$ cat config.mk
export PLATFORM = sky130hd
export DESIGN_NAME = flagged_channel_averager
export DESIGN_NICKNAME = d
export VERILOG_FILES = /design/src/sv/fca_pkg.sv /design/src/sv/fca_front.sv /design/src/sv/fca_queue.sv /design/src/sv/fca_back.sv /design/src/sv/flagged_channel_averager.sv
export VERILOG_INCLUDE_DIRS = /design/src /design/src/sv
export SDC_FILE = /design/constraint.sdc
export NUM_CORES = 2
export LEC_CHECK = 0
export BUFFER_PORTS_ARGS = -buffer_cell sky130_fd_sc_hd__buf_2
export CAP_MARGIN = 40
export CORE_MARGIN = 2
export CORE_UTILIZATION = 30
export CTS_CLUSTER_SIZE = 28
export DETAILED_ROUTE_END_ITERATION = 6
export PLACE_DENSITY = 0.44
export SLEW_MARGIN = 0
export SYNTH_ARGS = -nofsm -noshare
export SYNTH_HDL_FRONTEND = slang
export SYNTH_SLANG_ARGS = --single-unit
$ cat constraint.sdc
create_clock -name clk -period 57.6 [get_ports clk]
set_clock_uncertainty 0.2 [all_clocks]
set_input_delay 2.88 -clock clk [delete_from_list [all_inputs] [get_ports clk]]
set_output_delay 2.88 -clock clk [all_outputs]
set_load 0.02 [all_outputs]
$ cat src/sv/assert_macros.svh
// ------------------------------------------------------------------------
// Assertion macros
// Shared shorthand for the concurrent checks of the averager modules.
// ------------------------------------------------------------------------
`ifndef ASSERT_MACROS_SVH
`define ASSERT_MACROS_SVH

// Expression holds at every clock edge outside reset.
`define ASSERT_ALWAYS(lbl, clk, rst_n, expr, msg) \
	lbl: assert property (@(posedge clk) disable iff (!rst_n) (expr)) else $error(msg);

// Antecedent implies consequent in the same cycle.
`define ASSERT_IMPLY(lbl, clk, rst_n, ante, cons, msg) \
	lbl: assert property (@(posedge clk) disable iff (!rst_n) (ante) |-> (cons)) \
		else $error(msg);

// Antecedent implies consequent in the next cycle.
`define ASSERT_NEXT(lbl, clk, rst_n, ante, cons, msg) \
	lbl: assert property (@(posedge clk) disable iff (!rst_n) (ante) |=> (cons)) \
		else $error(msg);

`endif

$ cat src/sv/fca_pkg.sv
// ------------------------------------------------------------------------
// fca_pkg
// Types and constants shared by the flagged channel averager modules.
// ------------------------------------------------------------------------
`default_nettype none

package fca_pkg;

	localparam int SUM_W      = 36;
	localparam int CNT_W      = 13;
	localparam int FIRST_W    = 12;
	localparam int FRAC_W     = 16;
	localparam int WEIGHT_W   = 17;
	localparam int CFG_IDX_W  = 2;
	localparam int CFG_DATA_W = 13;

	localparam logic [CNT_W-1:0]    POS_MAX    = 13'd8191;
	localparam logic [WEIGHT_W-1:0] ONE_WEIGHT = 17'd65536;

	// register indexes of the configuration port
	localparam logic [CFG_IDX_W-1:0] CFG_GROUP_SIZE    = 2'd0;
	localparam logic [CFG_IDX_W-1:0] CFG_CHANNEL_COUNT = 2'd1;
	localparam logic [CFG_IDX_W-1:0] CFG_FIRST_CHANNEL = 2'd2;

	// group queue between front and back
	localparam int QDEPTH  = 2;
	localparam int QPTR_W  = $clog2(QDEPTH);
	localparam int QCNT_W  = $clog2(QDEPTH + 1);

	// one quotient bit per divider step
	localparam int DIV_STEPS = SUM_W;
	localparam int STEP_W    = $clog2(DIV_STEPS);

	localparam int OUT_DATA_W = ((2 * SUM_W + WEIGHT_W + 7) / 8) * 8;

	// closed group handed from front to back
	typedef struct packed {
		logic signed [SUM_W-1:0] good_re;
		logic signed [SUM_W-1:0] good_im;
		logic signed [SUM_W-1:0] all_re;
		logic signed [SUM_W-1:0] all_im;
		logic [CNT_W-1:0]        good_cnt;
		logic [CNT_W-1:0]        grp_len;
		logic                    last;
	} grp_t;

endpackage

`default_nettype wire

$ cat src/sv/fca_front.sv
// ------------------------------------------------------------------------
// fca_front
// Holds the registers, tracks row position, accumulates groups and
// pushes each closed group into the queue.
// ------------------------------------------------------------------------
`default_nettype none

module fca_front import fca_pkg::*; #(
	parameter int MAX_CHANNELS = 4096,
	parameter int SAMPLE_BITS  = 24
) (
	input  wire logic                   clk,
	input  wire logic                   arst_n,
	input  wire logic                   cfg_we,
	input  wire logic [CFG_IDX_W-1:0]   cfg_index,
	input  wire logic [CFG_DATA_W-1:0]  cfg_wdata,
	input  wire logic                   in_valid,
	output logic                        in_ready,
	input  wire logic [SAMPLE_BITS-1:0] sample_real,
	input  wire logic [SAMPLE_BITS-1:0] sample_imag,
	input  wire logic                   flagged,
	input  wire logic                   end_of_row,
	input  wire logic                   q_full,
	output logic                        q_push,
	output grp_t                        q_data
);

	localparam int CC_MIN = $clog2(MAX_CHANNELS + 1);
	localparam int CC_W   = (CC_MIN > CNT_W) ? CC_MIN : CNT_W;
	localparam int END_W  = CC_W + 1;

	logic [CNT_W-1:0]   gsize_q;
	logic [CC_W-1:0]    count_q;
	logic [FIRST_W-1:0] first_q;

	logic [CNT_W-1:0]        row_pos_q;
	logic [CNT_W-1:0]        grp_len_q;
	logic [CNT_W-1:0]        good_cnt_q;
	logic signed [SUM_W-1:0] good_re_q, good_im_q, all_re_q, all_im_q;

	logic                    accept;
	logic [END_W-1:0]        end_pos;
	logic [END_W-1:0]        pos_ext;
	logic [CNT_W-1:0]        gs;
	logic                    taken, good, at_end, close, last;
	logic signed [SUM_W-1:0] re_ext, im_ext;
	grp_t                    upd;

	always_ff @(posedge clk or negedge arst_n) begin
		if (!arst_n) begin
			gsize_q <= CNT_W'(1);
			count_q <= CC_W'(MAX_CHANNELS);
			first_q <= '0;
		end else if (cfg_we) begin
			unique case (cfg_index)
				CFG_GROUP_SIZE:    gsize_q <= cfg_wdata;
				CFG_CHANNEL_COUNT: count_q <= CC_W'(cfg_wdata);
				CFG_FIRST_CHANNEL: first_q <= cfg_wdata[FIRST_W-1:0];
				default: ;
			endcase
		end
	end

	assign accept   = in_valid && in_ready;
	assign in_ready = !q_full;

	always_comb begin
		end_pos = END_W'(first_q) + END_W'(count_q);
		pos_ext = END_W'(row_pos_q);
		gs      = (gsize_q == '0) ? CNT_W'(1) : gsize_q;
		taken   = (row_pos_q >= CNT_W'(first_q)) && (pos_ext < end_pos) &&
			(row_pos_q != POS_MAX);
		good    = taken && !flagged;
		at_end  = taken && (pos_ext == end_pos - END_W'(1));
		re_ext  = SUM_W'($signed(sample_real));
		im_ext  = SUM_W'($signed(sample_imag));

		upd.all_re   = taken ? all_re_q + re_ext : all_re_q;
		upd.all_im   = taken ? all_im_q + im_ext : all_im_q;
		upd.good_re  = good ? good_re_q + re_ext : good_re_q;
		upd.good_im  = good ? good_im_q + im_ext : good_im_q;
		upd.good_cnt = good_cnt_q + CNT_W'(good);
		upd.grp_len  = grp_len_q + CNT_W'(taken);

		// close on a full group, at the last taken channel, or at row end
		last      = at_end || (end_of_row && upd.grp_len != '0);
		close     = last || (taken && upd.grp_len >= gs);
		upd.last  = last;
	end

	assign q_push = accept && close;
	assign q_data = upd;

	always_ff @(posedge clk or negedge arst_n) begin
		if (!arst_n) begin
			row_pos_q  <= '0;
			grp_len_q  <= '0;
			good_cnt_q <= '0;
			good_re_q  <= '0;
			good_im_q  <= '0;
			all_re_q   <= '0;
			all_im_q   <= '0;
		end else if (accept) begin
			if (end_of_row) begin
				row_pos_q <= '0;
			end else if (row_pos_q != POS_MAX) begin
				row_pos_q <= row_pos_q + CNT_W'(1);
			end
			if (close) begin
				grp_len_q  <= '0;
				good_cnt_q <= '0;
				good_re_q  <= '0;
				good_im_q  <= '0;
				all_re_q   <= '0;
				all_im_q   <= '0;
			end else begin
				grp_len_q  <= upd.grp_len;
				good_cnt_q <= upd.good_cnt;
				good_re_q  <= upd.good_re;
				good_im_q  <= upd.good_im;
				all_re_q   <= upd.all_re;
				all_im_q   <= upd.all_im;
			end
		end
	end

endmodule

`default_nettype wire

$ cat src/sv/fca_queue.sv
// ------------------------------------------------------------------------
// fca_queue
// Short queue of closed groups between the front and the divider.
// ------------------------------------------------------------------------
`default_nettype none
`include "assert_macros.svh"

module fca_queue import fca_pkg::*; (
	input  wire logic clk,
	input  wire logic arst_n,
	input  wire logic push,
	input  grp_t      push_data,
	output logic      full,
	input  wire logic pop,
	output grp_t      pop_data,
	output logic      empty
);

	grp_t              mem_q [QDEPTH];
	logic [QPTR_W-1:0] wr_ptr_q, rd_ptr_q;
	logic [QCNT_W-1:0] cnt_q;

	assign full     = (cnt_q == QCNT_W'(QDEPTH));
	assign empty    = (cnt_q == '0);
	assign pop_data = mem_q[rd_ptr_q];

	always_ff @(posedge clk) begin
		if (push) begin
			mem_q[wr_ptr_q] <= push_data;
		end
	end

	always_ff @(posedge clk or negedge arst_n) begin
		if (!arst_n) begin
			wr_ptr_q <= '0;
			rd_ptr_q <= '0;
			cnt_q    <= '0;
		end else begin
			if (push) begin
				wr_ptr_q <= wr_ptr_q + QPTR_W'(1);
			end
			if (pop) begin
				rd_ptr_q <= rd_ptr_q + QPTR_W'(1);
			end
			cnt_q <= cnt_q + QCNT_W'(push) - QCNT_W'(pop);
		end
	end

	`ASSERT_ALWAYS(a_no_overflow, clk, arst_n, !(push && full), "push into full queue")
	`ASSERT_ALWAYS(a_no_underflow, clk, arst_n, !(pop && empty), "pop from empty queue")
	`ASSERT_ALWAYS(a_cnt_range, clk, arst_n, cnt_q <= QCNT_W'(QDEPTH), "queue count out of range")

endmodule

`default_nettype wire

$ cat src/sv/fca_back.sv
// ------------------------------------------------------------------------
// fca_back
// Divides each closed group one quotient bit per cycle and holds the
// result in an output register until it is taken.
// ------------------------------------------------------------------------
`default_nettype none
`include "assert_macros.svh"

module fca_back import fca_pkg::*; (
	input  wire logic                clk,
	input  wire logic                arst_n,
	input  wire logic                q_empty,
	input  grp_t                     q_data,
	output logic                     q_pop,
	output logic                     out_valid,
	input  wire logic                out_ready,
	output logic signed [SUM_W-1:0]  avg_real,
	output logic signed [SUM_W-1:0]  avg_imag,
	output logic [WEIGHT_W-1:0]      weight,
	output logic                     all_flagged,
	output logic                     last_of_row
);

	typedef enum logic [2:0] {
		ST_IDLE = 3'b001,
		ST_DIV  = 3'b010,
		ST_HOLD = 3'b100
	} bst_t;

	// restoring step: returns {quotient bit, new remainder}
	function automatic logic [CNT_W:0] div_step(
		input logic [CNT_W-1:0] rem,
		input logic             msb,
		input logic [CNT_W-1:0] dvs
	);
		logic [CNT_W:0] trial;
		trial = {rem, msb};
		if (trial >= {1'b0, dvs}) begin
			div_step = {1'b1, CNT_W'(trial - {1'b0, dvs})};
		end else begin
			div_step = {1'b0, trial[CNT_W-1:0]};
		end
	endfunction

	bst_t              state_q;
	grp_t              grp_q;
	logic [SUM_W-1:0]  dvd_re_q, dvd_im_q, dvd_wt_q;
	logic [CNT_W-1:0]  rem_re_q, rem_im_q, rem_wt_q;
	logic              neg_re_q, neg_im_q;
	logic [STEP_W-1:0] step_q;

	logic                    out_valid_q;
	logic signed [SUM_W-1:0] avg_re_q, avg_im_q;
	logic [WEIGHT_W-1:0]     weight_q;
	logic                    all_flag_q, last_q;

	logic [CNT_W:0]   st_re, st_im, st_wt;
	logic             load;
	logic [SUM_W-1:0] q_re, q_im;

	assign st_re = div_step(rem_re_q, dvd_re_q[SUM_W-1], grp_q.good_cnt);
	assign st_im = div_step(rem_im_q, dvd_im_q[SUM_W-1], grp_q.good_cnt);
	assign st_wt = div_step(rem_wt_q, dvd_wt_q[SUM_W-1], grp_q.grp_len);

	assign q_pop = (state_q == ST_IDLE) && !q_empty;
	assign load  = (state_q == ST_HOLD) && (!out_valid_q || out_ready);
	assign q_re  = neg_re_q ? (~dvd_re_q + SUM_W'(1)) : dvd_re_q;
	assign q_im  = neg_im_q ? (~dvd_im_q + SUM_W'(1)) : dvd_im_q;

	always_ff @(posedge clk or negedge arst_n) begin
		if (!arst_n) begin
			state_q <= ST_IDLE;
			step_q  <= '0;
		end else begin
			unique case (state_q)
				ST_IDLE: begin
					if (q_pop) begin
						state_q <= ST_DIV;
						step_q  <= '0;
					end
				end
				ST_DIV: begin
					step_q <= step_q + STEP_W'(1);
					if (step_q == STEP_W'(DIV_STEPS - 1)) begin
						state_q <= ST_HOLD;
					end
				end
				ST_HOLD: begin
					if (load) begin
						state_q <= ST_IDLE;
					end
				end
				default: state_q <= ST_IDLE;
			endcase
		end
	end

	// divider datapath: magnitudes in, quotient shifts in from the bottom
	always_ff @(posedge clk) begin
		if (q_pop) begin
			grp_q    <= q_data;
			neg_re_q <= q_data.good_re[SUM_W-1];
			neg_im_q <= q_data.good_im[SUM_W-1];
			dvd_re_q <= q_data.good_re[SUM_W-1] ? (~q_data.good_re + SUM_W'(1)) :
				q_data.good_re;
			dvd_im_q <= q_data.good_im[SUM_W-1] ? (~q_data.good_im + SUM_W'(1)) :
				q_data.good_im;
			dvd_wt_q <= SUM_W'({q_data.good_cnt, FRAC_W'(0)});
			rem_re_q <= '0;
			rem_im_q <= '0;
			rem_wt_q <= '0;
		end else if (state_q == ST_DIV) begin
			dvd_re_q <= {dvd_re_q[SUM_W-2:0], st_re[CNT_W]};
			dvd_im_q <= {dvd_im_q[SUM_W-2:0], st_im[CNT_W]};
			dvd_wt_q <= {dvd_wt_q[SUM_W-2:0], st_wt[CNT_W]};
			rem_re_q <= st_re[CNT_W-1:0];
			rem_im_q <= st_im[CNT_W-1:0];
			rem_wt_q <= st_wt[CNT_W-1:0];
		end
	end

	always_ff @(posedge clk or negedge arst_n) begin
		if (!arst_n) begin
			out_valid_q <= 1'b0;
		end else if (load) begin
			out_valid_q <= 1'b1;
		end else if (out_ready) begin
			out_valid_q <= 1'b0;
		end
	end

	always_ff @(posedge clk) begin
		if (load) begin
			last_q <= grp_q.last;
			if (grp_q.good_cnt == '0) begin
				avg_re_q   <= grp_q.all_re;
				avg_im_q   <= grp_q.all_im;
				weight_q   <= ONE_WEIGHT;
				all_flag_q <= 1'b1;
			end else begin
				avg_re_q   <= q_re;
				avg_im_q   <= q_im;
				weight_q   <= dvd_wt_q[WEIGHT_W-1:0];
				all_flag_q <= 1'b0;
			end
		end
	end

	assign out_valid   = out_valid_q;
	assign avg_real    = avg_re_q;
	assign avg_imag    = avg_im_q;
	assign weight      = weight_q;
	assign all_flagged = all_flag_q;
	assign last_of_row = last_q;

	`ASSERT_IMPLY(a_pop_idle, clk, arst_n, q_pop, state_q == ST_IDLE, "pop outside idle")
	`ASSERT_IMPLY(a_step_range, clk, arst_n, state_q == ST_DIV,
		step_q < STEP_W'(DIV_STEPS), "divider step out of range")
	`ASSERT_NEXT(a_load_valid, clk, arst_n, load, out_valid_q, "loaded result not presented")
	`ASSERT_IMPLY(a_weight_range, clk, arst_n, out_valid_q && !all_flag_q,
		weight_q <= ONE_WEIGHT, "weight above one")

endmodule

`default_nettype wire

$ cat src/sv/flagged_channel_averager.sv
// Path: the item that closes a group is pushed into the group queue, popped
//   into the divider once it is idle, taken through its 36 divider steps and
//   then loaded into the output register.
// Throughput: one item per cycle while the group queue has room; the
//   bit-serial divider takes one group at a time, the two-entry group
//   queue absorbs bursts, and the input stalls when it is full.
// ------------------------------------------------------------------------
// flagged_channel_averager
// Averages unflagged complex channel samples of each row in groups, with
// a weight of good count over group length and an all-flagged fallback.
// Reset: arst_n clears row position, sums, queue and output valid at once.
// ------------------------------------------------------------------------
`default_nettype none

module flagged_channel_averager import fca_pkg::*; #(
	parameter int MAX_CHANNELS = 4096,
	parameter int SAMPLE_BITS  = 24,
	localparam int IN_DATA_W   = ((2 * SAMPLE_BITS + 7) / 8) * 8
) (
	input  wire logic                  clk,
	input  wire logic                  arst_n,
	// configuration writes
	input  wire logic                  cfg_we,
	input  wire logic [CFG_IDX_W-1:0]  cfg_index,
	input  wire logic [CFG_DATA_W-1:0] cfg_wdata,
	// input items
	input  wire logic                  s_tvalid,
	output logic                       s_tready,
	input  wire logic [IN_DATA_W-1:0]  s_tdata,  // sample_real, sample_imag, zero pad
	input  wire logic                  s_tuser,  // flagged
	input  wire logic                  s_tlast,  // end_of_row
	// result items
	output logic                       m_tvalid,
	input  wire logic                  m_tready,
	output logic [OUT_DATA_W-1:0]      m_tdata,  // avg_real, avg_imag, weight, zero pad
	output logic                       m_tuser,  // all_flagged
	output logic                       m_tlast   // last_of_row
);

	grp_t push_data, pop_data;
	logic q_push, q_pop, q_full, q_empty;

	logic signed [SUM_W-1:0] avg_real, avg_imag;
	logic [WEIGHT_W-1:0]     weight;

	// Front: classify each item against the channel window, accumulate the
	// open group and hand it to the queue when it closes.
	fca_front #(
		.MAX_CHANNELS (MAX_CHANNELS),
		.SAMPLE_BITS  (SAMPLE_BITS)
	) u_front (
		.clk         (clk),
		.arst_n      (arst_n),
		.cfg_we      (cfg_we),
		.cfg_index   (cfg_index),
		.cfg_wdata   (cfg_wdata),
		.in_valid    (s_tvalid),
		.in_ready    (s_tready),
		.sample_real (s_tdata[SAMPLE_BITS-1:0]),
		.sample_imag (s_tdata[2*SAMPLE_BITS-1:SAMPLE_BITS]),
		.flagged     (s_tuser),
		.end_of_row  (s_tlast),
		.q_full      (q_full),
		.q_push      (q_push),
		.q_data      (push_data)
	);

	// Queue: decouple the per-item accumulation from the slow divider.
	fca_queue u_queue (
		.clk       (clk),
		.arst_n    (arst_n),
		.push      (q_push),
		.push_data (push_data),
		.full      (q_full),
		.pop       (q_pop),
		.pop_data  (pop_data),
		.empty     (q_empty)
	);

	// Back: divide good sums by good count and good count by group length, or pass
	// the all sums when all are flagged, then hold the result until the sink takes it.
	fca_back u_back (
		.clk         (clk),
		.arst_n      (arst_n),
		.q_empty     (q_empty),
		.q_data      (pop_data),
		.q_pop       (q_pop),
		.out_valid   (m_tvalid),
		.out_ready   (m_tready),
		.avg_real    (avg_real),
		.avg_imag    (avg_imag),
		.weight      (weight),
		.all_flagged (m_tuser),
		.last_of_row (m_tlast)
	);

	// pack the result fields, lowest first, pad to whole bytes
	assign m_tdata = OUT_DATA_W'({weight, avg_imag, avg_real});

endmodule

`default_nettype wire
# Word-level counts from Yosys, hierarchy flattened
# Memories as Yosys holds them, arrays and structs flattened.
# Index checks and enable logic that the tools add are counted.
[classes]
add_sub_neg = 21
magnitude_cmp = 6
eq_ne = 12
mux = 39
bitwise_logic = 4
n_reduce_logical = 32
[ops]
columns = ["cell", "n"]
rows = [
  ["two-way mux 36 bit", 18],
  ["adder 36 x 24 -> 36 bit", 4],
  ["NOT 36 bit", 4],
  ["adder 36 x 1 -> 36 bit (second input constant)", 2],
  ["adder 36 x 2 -> 36 bit (second input constant)", 2],
  ["two-way mux 13 bit", 5],
  ["two-way mux 29 bit", 2],
  ["greater-or-equal comparator 14 x 13 -> 1 bit", 3],
  ["two-way mux 14 bit", 3],
  ["subtractor 13 bit", 3],
  ["adder 13 x 1 -> 13 bit", 2],
  ["logical NOT 13 bit", 2],
  ["adder 12 x 13 -> 14 bit", 1],
  ["equality test 13 x 14 -> 1 bit", 1],
  ["less-than comparator 13 x 14 -> 1 bit", 1],
  ["subtractor 14 x 1 -> 14 bit (second input constant)", 1],
  ["adder 13 x 1 -> 13 bit (second input constant)", 1],
  ["greater-or-equal comparator 13 x 12 -> 1 bit", 1],
  ["greater-or-equal comparator 13 bit", 1],
  ["!= test 13 bit (second input constant)", 1],
  ["nonzero test 13 bit", 1],
  ["one-hot mux 6 bit (2 select lines)", 1],
  ["logical AND 1 bit", 10],
  ["AND reduction 2 bit", 5],
  ["other kinds (21)", 39],
]
[totals]
register_bits = 574
ramBits = 342
inputBits = 70
out_inout_bits = 100
wordCells = 150
n_memories = 1
[mem_list]
columns = ["name", "words", "word_bits", "rd", "rd_clocked_by_memory_dff", "write_ports", "line", "source"]
rows = [
  ["u_queue.mem_q", 2, 171, 1, 0, 1, "fca_queue.sv:19", "grp_t mem_q [QDEPTH];"],
]

# Longest topological paths before layout
[logic_depth]
ltp_word = 12
ltp_mapped = 38
mapped_depth_nobuf = 35

# Modules after synthesis
# Synthesis repeated with hierarchy kept, for this count alone.
[hier_totals]
hier_cells = 4568
area_unflattened_um2 = 50349.5
[modules_own_cells]
columns = ["mod", "instances", "cells_per_inst", "area_per_inst_um2", "seq_area_each_um2"]
rows = [
  ["fca_front", 1, 2384, 19977.9, 5532.8],
  ["fca_back", 1, 1629, 17465.5, 9810.7],
  ["fca_queue", 1, 547, 12849.8, 10369.9],
  ["flagged_channel_averager", 1, 8, 56.3, 0.0],
]

# Worst setup path before layout
# Ideal clock, no wire load.
[synth_path]
kind = "register to register"
start = "register u_front.first_q[0]"
end = "memory u_queue.mem_q[0][0] (netlist bit), enable pin"
setup_ns = 0.911
arrival_ns = 18.955
t_required_ns = 56.489
path_slack_ns = 37.535
stages_incl_launch_ff = 38
n_path_buf = 4
period_less_slack_ns = 20.065
cell_sequence = "dfrtp_1 > ha_1 > fa_1 > a21o_2 > a21oi_1 > xnor2_1 > inv_1 > ha_1 > or4_1 > a21oi_1 > a31oi_1 > or4b_1 > a21oi_1 > o2111ai_1 > a41oi_1 > o21ai_1 > inv_1 > buf_2 > [2 not listed] > ha_1 > ha_1 > and3_1 > nand3_1 > nor2_1 > nand3_1 > xor2_1 > inv_1 > ha_1 > nand3_1 > nor2_1 > o21ai_0 > a21boi_0 > o21a_1 > a211oi_2 > nand2b_1 > clkbuf_1 > nor3_1"
[synth_lines]
columns = ["item", "line", "source"]
rows = [
  ["start: declaration", "fca_front.sv:34", "logic [FIRST_W-1:0] first_q;"],
  ["start signal: assignment", "fca_front.sv:58", "CFG_FIRST_CHANNEL: first_q <= cfg_wdata[FIRST_W-1:0];"],
  ["end: declaration", "fca_queue.sv:19", ""],
]

==> metrics.md <==
| Metric | Value |
|---|---|
| Worst path max stage delay | roughly 0.65 ns |
| Worst Path Arrival | 10.07 ns |
| Die area | 168,600 um^2 |
| Hold path cells | 2 |
| Final core utilization | 0.3447 |
| Synth Instances | 4,476 |
| Setup TNS | 0 ns |
| FMAX | between 100 and 150 MHz |
| Gpl congestion | approximately 0.81 |
| Max clock buf depth | 3 |
| Post-CTS Setup Bufs | 0 |
| Cts repair resizes | 0 |
| I/O Pins | 170 |
| Clk pin slew, worst setup/hold paths | 0.06 ns |
| Num rows | 149 |
| Fillers | 16,390 |
| Root buffer cell | clkbuf_16 |
| Clock power frac | 0.262 |
| Slew Limit Fails | 0 |
| Reg2reg setup slack | 47.73 ns |
| Largest area contributor in the netlist | edfxtp_1 |
| Routed WL per cell | 20.25 um |
| Worst setup path category | register to register |
| Largest net degree at the start of global routing | 159 |
| Max_cap viols | 0 |
| Final setup vio count | 0 |
| Worst-margin pin slew | 1.065 ns |
| Number of buffers created by CTS | 107 |
| Core Footprint | around 160,000 um^2 |
| IR drop worst, VDD | approximately 0.024 mV |
| Share of layout cells above drive strength 1 | 0.1503 |
| RSZ-0062 raised after global routing | false |
| Worst Hold Class | register to register |
| Post-route ant nets | 0 |
| Drc violations | 0 |
| Initial core utilization | 0.3014 |
| Non-Filler Instances | between 6,000 and 7,000 |
| I/O Buffers | 162 |
| Switching power | 0.9983 mW |
| Req. time, crit path | roughly 58 ns |
| PwrDens | roughly 48 nW/um^2 |
| DRT iter0 DRCs | 2,662 |
| Reg2reg end | u_queue.mem_q[1][37] |
| Initial antenna violation count | 11 |
| Detailed Place HPWL | around 99,000 um |
| Reg2Reg Depth | 37 |
| Predominant post-synthesis flop cell | edfxtp_1 |
| Cell-internal power | roughly 1.7 mW |
| Net switching fraction of the power | 0.3703 |
| Top cell type's share of synthesized area | 0.3747 |
| Cells after DPL | ~6,700 |
| Multi-input gate area | 22,560 um^2 |
| Worst min-delay path startpoint | u_back.dvd_wt_q[31] |
| Clk sink count | 916 |
| Mapped cell area | 49,610 um^2 |
| Global-route wire length before repair | 210,500 um |
| Synth warn | 0 |
| Die X | 410.6 um |
| Reg area | approximately 26,000 um^2 |
| Status | completed |
| Area Growth Syn to Fin | 14.39% |
| Post-synth cell types | 97 |
| Most frequent CP cell | ha_1 |
| Number of global-route vias before repair | 32,940 |
| Startpoint Class | register |
| Synth area leaders | edfxtp_1, dfrtp_1, ha_1 |
| CTS H-Tree Depth | 3 |
| Hold Path End | u_back.dvd_wt_q[32] |
| Sequential share of power | 0.376 |
| Asr flop ratio synth | 0.2566 |
| EDFF count, synth | 619 |
| Final Critical Period | 9.873 ns |
| Vias per inst | around 5.0 |
| Nets | between 4,000 and 5,000 |
| Slew HR | 0.2901 |
| Leakage | about 23 nW |
| CP endpoint kind | register |
| Comb power frac | 0.362 |
| Via count of the routed design | around 34,000 |
| Worst-Skew Late Latency | 0.74 ns |
| Final hold violations | 0 |
| Pre-antenna DRT Iters | 5 |
| Yosys reg bits | 916 |
| Syn Area/Cell | about 11 um^2 |
| Tcrit/Tclk final | 0.1714 |
| Reg-to-Reg Start | u_front.first_q[0] |
| Vert. Die Dim | 410.6 um |
| Congestion Overflow GR | 0 |
| GRT Overall Usage | 0.1629 |
| Hold-fix buffers, CTS | 0 |
| Seq/Total Area, Yosys | 0.5183 |
| Max Fanout on Critical Path | 60 |
| Final wirelength | 139,800 um |
| CTS tree | done |
| Worst-path cell with the longest stage delay | and2_4 |
-- power groups by stage --
| stage | clock network, mW | logic, mW | registers [mW] |
|---|---|---|---|
| 3_5_place_dp | 0 | 0.984 | 1.02 |
| 2_1_floorplan | 0 | 0.708 | 0.994 |
| 4_1_cts | 0.730 | 0.989 | 1.01 |
| 3_3_place_gp | 0 | 0.965 | 1.02 |
| 5_1_grt | 0.756 | 1.10 | 1.03 |
| 6_report | 0.706 | 0.977 | 1.01 |
-- how the worst max path moves through the flow --
stage / startpoint / endpoint / slack (ns)
final: u_front.first_q[0] / u_queue.mem_q[1][37] / 47.73
after floorplan: u_front.first_q[0] / u_queue.mem_q[0][0] / 37.53
after global placement: u_front.first_q[0] / u_queue.mem_q[1][31] / 47.51
after global routing: u_front.first_q[0] / u_queue.mem_q[1][34] / 46.98
after CTS: u_front.first_q[0] / u_queue.mem_q[1][29] / 47.66
after detailed placement: u_front.first_q[0] / u_queue.mem_q[1][29] / 47.68
-- registers in the layout (all words and copies together) (netlist names), 17 cells and up --
signal / flops
u_back.avg_imag: 36
u_back.avg_real: 36
u_back.dvd_im_q: 36
u_back.dvd_re_q: 36
u_back.dvd_wt_q: 36
u_back.grp_q: 99
u_back.weight: 17
u_front.all_im_q: 36
u_front.all_re_q: 36
u_front.good_im_q: 36
u_front.good_re_q: 36
u_queue.mem_q: 342
-- stage by stage --
step	worst slack, ns	cell area (um^2)	hold WS (ns)	total power, mW
final	47.73	56750	0.2509	2.696
after floorplan	37.53	49630	0.2003	1.702
after global routing	46.98	56740	0.2606	2.881
after global placement	47.51	52770	0.2391	1.989
after detailed placement	47.68	53090	0.2417	2.009
after CTS	47.66	56740	0.2489	2.732
-- cell families (layout without fill, tap and decap cells) --
family | after synthesis | in the layout | share of synthesized area
compound gates | 1212 | 1212 | 0.1588
simple gates | 1114 | 1114 | 0.1062
flops | 916 | 916 | 0.5183
buf+inv | 359 | 588 | 0.02933
xor+xnor | 331 | 331 | 0.05917
mux | 297 | 297 | 0.06480
fa+ha+maj | 246 | 246 | 0.06326
other cells | 1 | 11 | 0.00007559
-- layout by cell type, fill, tap and decap left out, types with 150 or more instances in the layout --
cell type	instances
xor2_1	151
ha_1	238
mux2_2	193
nor2_1	176
a21oi_1	213
dfrtp_1	231
xnor2_1	177
nand2_1	482
inv_1	150
edfxtp_1	619
buf_2	171
o21ai_0	432
-- cell type report --
class / instances / share of cell area
Multi-Input combinational cell: 3207 / 0.3975
Sequential cell: 916 / 0.4532
Inverter: 155 / 0.01041
Timing Repair Buffer: 230 / 0.02630
Antenna cell: 4 / 0.0001764
Tap cell: 2189 / 0.04826
Clock buffer: 140 / 0.05098
Clock inverter: 63 / 0.01323
-- cells in the mapped netlist, drive strengths merged (29+ instances only) --
master,instances
a211oi,31
a21o,80
a21oi,214
a22o,69
a31o,62
and2,88
and3,29
buf,62
clkbuf,142
dfrtp,232
dfxtp,62
edfxtp,619
ha,238
inv,153
mux2,193
mux2i,104
nand2,483
nand3,77
nand4,34
nor2,178
nor3,62
o21a,35
o21ai,439
o21bai,30
o31ai,57
xnor2,178
xor2,151
-- metal layers --
layer	global-route usage	share of wire
met1	0.2595	0.54
met2	0.2286	0.41
met3	0.02240	0.039
met4	0.03746	0.016
met5	0	0.00016
-- worst max-delay path, delay by kind of cell, from the launching register on --
kind / cells / cell delay, ns
buffers and inverters: 7 / 1.49
flip-flops: 1 / 0.40
adder cells (fa/ha/maj): 6 / 1.61
AND/OR/NAND/NOR: 10 / 3.24
XOR/XNOR: 2 / 0.47
AO/OA/AOI/OAI: 12 / 1.96
(Power assumes the default switching activity.)
